File: config.mk
export PLATFORM = sky130hd
export DESIGN_NAME = bpp_gather
export DESIGN_NICKNAME = d
export VERILOG_FILES = /design/src/hw/rtl/bpp_pkg.sv /design/src/hw/rtl/bpp_gather.sv
export SDC_FILE = /design/constraint.sdc
export NUM_CORES = 1
export LEC_CHECK = 0
export BUFFER_PORTS_ARGS = -buffer_cell sky130_fd_sc_hd__buf_2
export CAP_MARGIN = 0
export CORE_MARGIN = 5
export CORE_UTILIZATION = 44
export DETAILED_ROUTE_END_ITERATION = 10
export PLACE_DENSITY_LB_ADDON = 0.3
export SLEW_MARGIN = 20
export SYNTH_ARGS = -nofsm -noshare
export SYNTH_HDL_FRONTEND = slang
export SYNTH_SLANG_ARGS = --single-unit
File: constraint.sdc
create_clock -name clk -period 3.1 [get_ports clk]
set_clock_uncertainty 0.15 [all_clocks]
set_input_delay 0.155 -clock clk [delete_from_list [all_inputs] [get_ports clk]]
set_output_delay 0.155 -clock clk [all_outputs]
set_load 0.05 [all_outputs]
File: src/hw/rtl/bpp_pkg.sv
`timescale 1ns / 1ps
// ----------------------------------------------------------------------------
// bpp_pkg
// Shared types, constants and helpers for the bitplane to palette pixel block.
// ----------------------------------------------------------------------------
package bpp_pkg;

	// palette geometry
	localparam int PAL_ENTRIES = 256;
	localparam int PAL_AW      = $clog2(PAL_ENTRIES);

	// field widths
	localparam int PLANE_W     = 16;
	localparam int MAX_PLANES  = 8;
	localparam int STORE_DEPTH = MAX_PLANES - 1;
	localparam int COLOR_W     = 24;
	localparam int IDX_W       = 8;

	// plane mode codes
	localparam logic [1:0] MODE_MONO   = 2'd0;
	localparam logic [1:0] MODE_TWO    = 2'd1;
	localparam logic [1:0] MODE_FOUR   = 2'd2;
	localparam logic [1:0] MODE_EIGHT  = 2'd3;

	// register indexes, taken from paddr[2]
	localparam logic REG_PLANE_MODE  = 1'b0;
	localparam logic REG_LINE_GROUPS = 1'b1;

	// register reset values
	localparam logic [1:0] PLANE_MODE_RST  = MODE_TWO;
	localparam logic [6:0] LINE_GROUPS_RST = 7'd80;

	// item function codes
	localparam logic FUNC_PLANE   = 1'b0;
	localparam logic FUNC_PALETTE = 1'b1;

	// mono colours
	localparam logic [COLOR_W-1:0] RGB_WHITE = 24'hffffff;
	localparam logic [COLOR_W-1:0] RGB_BLACK = 24'h000000;

	typedef struct packed {
		logic               func;
		logic [PLANE_W-1:0] plane_word;
		logic [IDX_W-1:0]   palette_index;
		logic [COLOR_W-1:0] palette_color;
	} in_item_t;

	typedef struct packed {
		logic [COLOR_W-1:0] pixel_color;
		logic               last_of_group;
		logic               last_of_line;
	} out_item_t;

	// completed group handed to the pixel sequencer
	typedef struct packed {
		logic                               load;
		logic [MAX_PLANES-1:0][PLANE_W-1:0] words;
		logic                               mono;
		logic                               line_end;
	} grp_t;

	// palette entry write
	typedef struct packed {
		logic               en;
		logic [PAL_AW-1:0]  addr;
		logic [COLOR_W-1:0] color;
	} pal_wr_t;

	function automatic logic pal_in_range(input logic [IDX_W-1:0] idx);
		return 32'(idx) < PAL_ENTRIES;
	endfunction

endpackage

File: src/hw/rtl/bpp_gather.sv
`timescale 1ns / 1ps
// ----------------------------------------------------------------------------
// bpp_gather
// Input side: buffers plane words until a group is complete, tracks the
// line position and passes palette writes through.
// ----------------------------------------------------------------------------
module bpp_gather (
	input  logic              clk,
	input  logic              arst_n,
	input  logic              in_valid,
	output logic              in_ready,
	input  bpp_pkg::in_item_t in_item,
	input  logic [1:0]        plane_mode,
	input  logic [6:0]        line_groups,
	input  logic              mode_wr,
	input  logic              busy,
	output bpp_pkg::grp_t     grp,
	output bpp_pkg::pal_wr_t  pal_wr
);
	import bpp_pkg::*;

	logic [2:0]         plane_count_q;
	logic [6:0]         group_count_q;
	logic [PLANE_W-1:0] store_q [STORE_DEPTH];
	logic [2:0]         planes_m1;
	logic               completes;
	logic               accept;
	logic               line_end;

	// number of planes minus one for the current mode
	always_comb begin
		case (plane_mode)
			MODE_MONO:  planes_m1 = 3'd0;
			MODE_TWO:   planes_m1 = 3'd1;
			MODE_FOUR:  planes_m1 = 3'd3;
			MODE_EIGHT: planes_m1 = 3'd7;
			default:    planes_m1 = 3'd0;
		endcase
	end

	assign completes = (plane_count_q >= planes_m1);
	assign line_end  = ({1'b0, group_count_q} + 8'd1) >= {1'b0, line_groups};

	// palette writes and group-completing words wait for the sequencer
	assign in_ready = !busy || ((in_item.func == FUNC_PLANE) && !completes);
	assign accept   = in_valid && in_ready;

	// assemble the completed group, unused planes read as zero
	always_comb begin
		grp.load     = accept && (in_item.func == FUNC_PLANE) && completes;
		grp.mono     = (plane_mode == MODE_MONO);
		grp.line_end = line_end;
		grp.words    = '0;
		for (int k = 0; k < STORE_DEPTH; k++) begin
			if (3'(k) < planes_m1) begin
				grp.words[k] = store_q[k];
			end
		end
		grp.words[planes_m1] = in_item.plane_word;
	end

	// palette entry write request
	always_comb begin
		pal_wr.en    = accept && (in_item.func == FUNC_PALETTE)
		               && pal_in_range(in_item.palette_index);
		pal_wr.addr  = in_item.palette_index[PAL_AW-1:0];
		pal_wr.color = in_item.palette_color;
	end

	// plane word store
	always_ff @(posedge clk) begin
		if (accept && (in_item.func == FUNC_PLANE) && !completes) begin
			store_q[plane_count_q] <= in_item.plane_word;
		end
	end

	// plane and group counters
	always_ff @(posedge clk or negedge arst_n) begin
		if (!arst_n) begin
			plane_count_q <= '0;
			group_count_q <= '0;
		end else if (mode_wr) begin
			plane_count_q <= '0;
		end else if (accept && (in_item.func == FUNC_PLANE)) begin
			if (completes) begin
				plane_count_q <= '0;
				group_count_q <= line_end ? 7'd0 : group_count_q + 7'd1;
			end else begin
				plane_count_q <= plane_count_q + 3'd1;
			end
		end
	end

endmodule

==> results.py, run 1 <==
metrics = {
    "drt": {
        "drt_wl_total_mm": 14.3,
        "vias": 3859,
        "vias_per_cell": 5.01,
        "first_pass_iters": 4,
        "wl_per_cell_um": 18.6,
        "antenna_left": 0,
        "remaining_drc_errors": 0,
        "drtIter0Drc": 233,
    },
    "global_routing": {
        "grt_pass1_wl_mm": 21.2,
        "grt_pass1_vias": 3878,
        "grt_overflow_total": 0,
        "grt_antenna_before_repair": 0,
        "grt.total_usage_pct": 18.7,
        "grt_max_degree": 94,
    },
    "cells_and_area": {
        "seq_area_um2": 3610,
        "multi_input_comb_area_um2": 1720,
        "nets": 661,
        "area_growth_pct": 28.4,
        "final_design_area_no_fill_um2": 7290,
        "drive_above_1_share_pct": 39.8,
        "filler_cell_count": 1059,
    },
    "yosys": {
        "synth-adder-area-share_pct": 2.65,
        "synth_edf_count": 112,
        "synthSimpleGateAreaFrac_pct": 14.6,
        "ys_async_sr_fraction_pct": 8.20,
        "synth_compound_area_share_pct": 4.87,
        "synth_cells": 428,
        "syn-cell-area_um2": 5680,
        "synth_mux_area_share_pct": 6.26,
        "synth.avg_cell_area_um2": 13.3,
        "ys_ff_latch": 122,
        "synth_xor_area_share_pct": 0.772,
        "synth_top_family_by_area": "simple AND/OR/NAND/NOR gates",
        "synth-seq-area-share_pct": 63.7,
        "yosys.cell_types.count": 40,
        "ys_warn_count": 0,
        "synth_top_flop_cell": "edfxtp_1",
        "syn-num-nets": 503,
    },
    "floorplanning": {
        "initial_core_util_pct": 45.0,
        "core.rowCount": 41,
        "die_x_um": 124,
        "io_pins": 228,
        "coreArea_um2": 12600,
        "fp.dieH_um": 124,
        "die-area_um2": 15300,
    },
    "clock_tree": {
        "clk_path_buf_depth": 2,
        "clkLatencyLatePin_ns": 0.40,
        "numCtsBuffers": 17,
        "cts_sinks": 122,
        "clk_pin_slew_ns": 0.05,
        "clockRootBuffer": "clkbuf_16",
        "cts_tree": "built",
        "cts_max_level": 4,
    },
    "timing": {
        "fmax_ghz": 0.342,
        "finalSetupViolations": 0,
        "tightest_slew_ns": 0.697,
        "slew_viol_final": 0,
        "max_slew_margin_pct": 53.5,
        "rsz0062_at_grt": "no",
        "fin_setup_tns_ns": 0,
        "layout_min_cycle_time_ns": 2.93,
        "finalHoldViolCount": 0,
        "min_period_over_period_pct": 94.4,
    },
    "worst_setup_path": {
        "cpPeakStageDelay_ns": 0.42,
        "cp_data_required_time_ns": 2.79,
        "r2r_start": "plane_count_q[2]$_DFFE_PN0P_",
        "crit_fanout": 5,
        "cp-end-kind": "primary output",
        "critPathArrivalTime_ns": 2.62,
        "start_kind": "flop",
        "path_buf_inv": 1,
        "worstReg2RegEnd": "store_q[0][1]$_DFFE_PP_",
        "r2r_cells": 7,
        "crit_chain": "and3_1 > nand3_1 > xnor2_1 > ha_1 > a21oi_1 > o221a_2 > nand2_2 > or2_4 > buf_4",
        "slowest_stage": "dfrtp_1",
        "critical-path-top-delay-family": "simple AND/OR/NAND/NOR gates",
        "critPathKind": "reg2out",
        "reg2reg_slack_ns": 0.32,
    },
    "status": {
        "status": "completed",
    },
    "placement": {
        "dpl_cell_area_um2": 6480,
        "dp_hpwl_mm": 9.86,
        "gp_congestion": 0.856,
        "port_buffers": 163,
    },
    "pwr": {
        "power_density_nw_per_um2": 606,
        "ir_worst_vdd_uv": 391,
        "p_leak_nw": 3.32,
    },
    "worst_hold_path": {
        "hold_class": "in2reg",
        "holdPathEnd": "group_count_q[1]$_DFFE_PN0P_",
        "hold_path_depth": 5,
        "min_from": "in_valid",
    },
    "job": {
        "max_cap_viol_count": 0,
    },
}
report_power, final:
group | switching [mW] | internal [mW] | total [mW]
registers | 0.0209 | 1.83 | 1.85
clock network | 0.649 | 1.25 | 1.90
logic | 0.476 | 0.194 | 0.670
placed cells by master (no fill, tap or decap), types with 15 or more instances in the layout:
master         Yosys  layout
dlygate4sd3_1      0      20
nor2_1            26      20
a22o_1            17      17
buf_2              4     162
mux2_2            16      16
clkbuf_16          0      17
and3_1            66      66
and2_1            16      16
buf_4             33      15
edfxtp_1         112     112
nand2_1           18      17
mux2i_1           16      16
per-stage QoR:
stage / setup WS, ns / power, mW / cells / util, % / hold WS [ns]
floorplan: 0.0141 / 2.45 / 428 / - / -0.291
global placement: 0.406 / 2.51 / 718 / 51.4 / -0.111
detailed placement: 0.334 / 2.52 / 718 / 51.4 / -0.112
CTS: 0.0341 / 4.44 / 770 / 57.6 / 0.0672
global route: 0.0302 / 4.58 / 770 / 57.7 / 0.117
finish: 0.173 / 4.42 / 771 / 57.8 / 0.0813
cell usage after synthesis, types with 2 or more instances:
cell type / number / area [µm²]
and3_1: 66 / 413
nand2_1: 18 / 67.6
o21ai_1: 2 / 10.0
mux2_2: 16 / 180
edfxtp_1: 112 / 3360
xor2_1: 2 / 17.5
nor2b_1: 3 / 18.8
a21o_1: 2 / 15.0
and2_1: 16 / 100
nand2b_1: 3 / 18.8
o21ai_0: 5 / 25.0
xnor2_1: 3 / 26.3
inv_1: 13 / 48.8
mux2i_1: 16 / 160
buf_4: 33 / 248
a21oi_1: 3 / 15.0
a22o_1: 17 / 149
nor2_1: 26 / 97.6
buf_2: 4 / 20.0
ha_1: 12 / 150
nand3_1: 6 / 30.0
dfrtp_1: 10 / 250
nor3_1: 3 / 15.0
buf_1: 4 / 15.0
nor4_2: 2 / 25.0
clkbuf_1: 16 / 60.1
a22oi_1: 2 / 15.0
worst reg2reg max path, stage by stage (launching register included):
cell	delay (ns)
dfrtp_1	0.49
ha_1	0.38
a21o_1	0.18
a31oi_2	0.34
and2_2	0.25
nand2_1	0.19
nor3_4	0.22
buf_4	0.27
cells by family (layout without fill, tap and decap cells):
group                    after synthesis  in the layout
adder cells (fa/ha/maj)               12             12
XOR/XNOR                               5              5
flip-flops                           122            122
other                                  0              1
multiplexers                          33             33
AND/OR/NAND/NOR                      148            148
AO/OA/AOI/OAI                         36             36
buffers and inverters                 72            242
area by class of cell:
cell class	count	share of cell area, %
Multi-Input combinational cell	234	23.5
Clock buffer	21	6.04
Tap cell	172	2.95
Antenna cell	1	0.0343
Sequential cell	122	49.6
Inverter	14	0.721
Timing Repair Buffer	197	15.4
Clock inverter	10	1.73
layer usage:
layer	vias up	global-route usage, %	share of wire (%)
met1	1854	23.0	42
met3	10	7.18	9.3
met4	0	5.33	0.50
met5	-	0	0
met2	148	31.0	48
li1	1847	-	-
state kept, by name (all words and copies together), names as in the netlist:
name           flops
group_count_q      7
plane_count_q      3
store_q          112
worst max path at each step:
stage	to	cells past startpoint	start	slack (ns)
final	grp[0]	9	group_count_q[0]$_DFFE_PN0P_	0.17
after global routing	grp[0]	9	group_count_q[0]$_DFFE_PN0P_	0.03
after CTS	grp[0]	10	group_count_q[1]$_DFFE_PN0P_	0.03
after detailed placement	store_q[0][10]$_DFFE_PP_	7	plane_count_q[2]$_DFFE_PN0P_	0.33
after global placement	grp[0]	10	group_count_q[0]$_DFFE_PN0P_	0.41
after floorplan	store_q[0][0]$_DFFE_PP_	10	plane_mode[1]	0.01
timing repair:
item,4_1_cts,5_1_grt
setup endpoints to repair,1,1
buffers inserted,1,0
hold buffers,20,0
resized for setup,3,4
pin swaps,0,3
endpoints found under the hold margin,126,0
No activity file was read; power rests on OpenSTA's default activity.
==> run 2, diff against run 1 <==
REMOVE_ABC_BUFFERS = 1   (was unset)
==> results.py, run 2 (same netlist as run 1, synthesis figures left out) <==
metrics = {
    "cells_and_area": {
        "final_common_cell": "buf_2",
        "drive_above_1_share_pct": 41.2,
        "area_growth_pct": 29.9,
        "final_core_util_pct": 58.4,
        "largest_registers": "store_q x112, group_count_q x7, plane_count_q x3",
        "filler_cell_count": 1038,
        "largest_reg_flops": 112,
        "antenna_cells": 0,
        "layout_common_cells": "buf_2, edfxtp_1, and3_1",
        "largest-register": "store_q",
        "nets": 673,
    },
    "floorplanning": {
        "io_pins": 228,
        "initial_core_util_pct": 45.0,
        "fp.dieH_um": 124,
        "die_x_um": 124,
        "core.rowCount": 41,
        "coreArea_um2": 12600,
        "die-area_um2": 15300,
    },
    "pwr": {
        "power_density_nw_per_um2": 591,
        "p_leak_nw": 3.40,
        "finalPower_mw": 4.36,
        "ir_worst_vdd_uv": 277,
    },
    "worst_hold_path": {
        "min_from": "in_valid",
        "holdPathEnd": "group_count_q[3]$_DFFE_PN0P_",
        "hold_class": "in2reg",
        "hold_path_depth": 5,
    },
    "drt": {
        "wl_per_cell_um": 20.2,
        "drtIter0Drc": 365,
        "vias": 4037,
        "vias_per_cell": 5.16,
        "drt_wl_total_mm": 15.9,
        "first_pass_iters": 4,
        "remaining_drc_errors": 0,
        "antenna_left": 0,
    },
    "clock_tree": {
        "cts_tree": "built",
        "cts_sinks": 122,
        "numCtsBuffers": 17,
        "clk_path_buf_depth": 2,
        "clk_pin_slew_ns": 0.05,
        "clockRootBuffer": "clkbuf_16",
        "cts_max_level": 4,
        "clkLatencyLatePin_ns": 0.41,
    },
    "status": {
        "status": "completed",
    },
    "placement": {
        "dp_slack_ns": 0.322,
        "gp_congestion": 0.836,
        "port_buffers": 163,
        "dp_hpwl_mm": 10.7,
    },
    "worst_setup_path": {
        "critPathKind": "reg2out",
        "r2r_start": "group_count_q[1]$_DFFE_PN0P_",
        "cp-end-kind": "primary output",
        "crit_chain": "buf_4 > and3_1 > nand3_2 > xnor2_2 > ha_1 > a21oi_1 > o221a_2 > nand2_2 > or2_4 > buf_6",
        "start_kind": "flop",
        "crit_fanout": 5,
        "cpPeakStageDelay_ns": 0.40,
        "slowest_stage": "dfrtp_1",
        "worstReg2RegEnd": "group_count_q[6]$_DFFE_PN0P_",
        "cp_data_required_time_ns": 2.79,
        "critPathArrivalTime_ns": 2.68,
        "reg2reg_slack_ns": 0.55,
        "r2r_cells": 10,
    },
    "timing": {
        "tightest_slew_ns": 0.988,
        "fmax_ghz": 0.335,
        "layout_min_cycle_time_ns": 2.99,
        "min_period_over_period_pct": 96.3,
        "fin_setup_tns_ns": 0,
        "slew_viol_final": 0,
        "finalHoldViolCount": 0,
        "setup_slack_ns": 0.114,
        "hold_ws_ns": 0.0750,
        "max_slew_margin_pct": 33.9,
        "finalSetupViolations": 0,
    },
    "global_routing": {
        "grt_pass1_vias": 3940,
        "grt_antenna_before_repair": 2,
        "grt.total_usage_pct": 20.6,
        "grt_max_degree": 73,
        "grt_overflow_total": 0,
        "grt_pass1_wl_mm": 22.9,
    },
    "job": {
        "max_cap_viol_count": 0,
    },
}
==> run 2: cell count changes in the layout (fill, tap and decap cells not counted), sizes merged <==
cell / before / now
diode: 1 / 0
clkinvlp: 0 / 1
bufinv: 3 / 2
buf: 177 / 189
clkinv: 8 / 9
==> run 2: report_power, final <==
group	switching, mW	leakage (nW)	internal [mW]	total, mW
Sequential	0.0192	1.15	1.83	1.85
Clock	0.652	0.267	1.16	1.81
Combinational	0.479	1.99	0.212	0.691
Total	1.15	3.40	3.21	4.36
==> run 2: area by class of cell <==
cell class                 count  area [µm²]  area share (%)
inverter                      14        52.6           0.713
timing repair buffer         209        1230            16.7
tap                          172         215            2.92
sequential                   122        3610            49.0
clock inverter                11         104            1.41
clock buffer                  21         440            5.97
multi-input combinational    234        1720            23.3
==> run 2: routing by layer <==
| layer | track usage (%) | share of wire, % | vias to the layer above |
|---|---|---|---|
| met2 | 29.3 | 43 | 193 |
| li1 | - | - | 1880 |
| met4 | 7.34 | 1.4 | 4 |
| met3 | 9.67 | 11 | 21 |
| met5 | 1.74 | 0.17 | - |
| met1 | 27.6 | 44 | 1939 |
==> run 2: worst max-delay path by stage <==
stage	startpoint	endpoint	slack [ns]	cells past startpoint
global placement	group_count_q[0]$_DFFE_PN0P_	grp[0]	0.43	10
floorplan	plane_mode[1]	store_q[0][0]$_DFFE_PP_	-0.77	8
detailed placement	group_count_q[0]$_DFFE_PN0P_	grp[0]	0.32	10
global route	group_count_q[0]$_DFFE_PN0P_	grp[0]	-0.04	10
finish	group_count_q[1]$_DFFE_PN0P_	grp[0]	0.11	10
CTS	group_count_q[0]$_DFFE_PN0P_	grp[0]	0.05	10
==> run 2: stage by stage <==
stage	cells	instance area, µm²
6_report	783	7370
4_1_cts	778	7300
3_5_place_dp	724	6530
2_1_floorplan	370	5320
3_3_place_gp	724	6530
5_1_grt	783	7370
==> run 2: repair_timing <==
action / CTS / global route
pin swaps: 1 / 3
resized for setup: 4 / 5
endpoints found under the setup margin: 1 / 1
hold buffers: 20 / 0
gates cloned: 0 / 0
endpoints found under the hold margin: 130 / 0
buffers inserted: 2 / 5
==> run 2: worst max-delay path: cells and delay by family, from the launching register on <==
family,cells,cell delay (ns)
AOI/OAI and AO/OA,2,0.38
DFF,1,0.40
adders and majority gates,1,0.30
xor gates and xnor gates,1,0.18
buffers and inverters,2,0.30
and+or+nand+nor,4,0.70
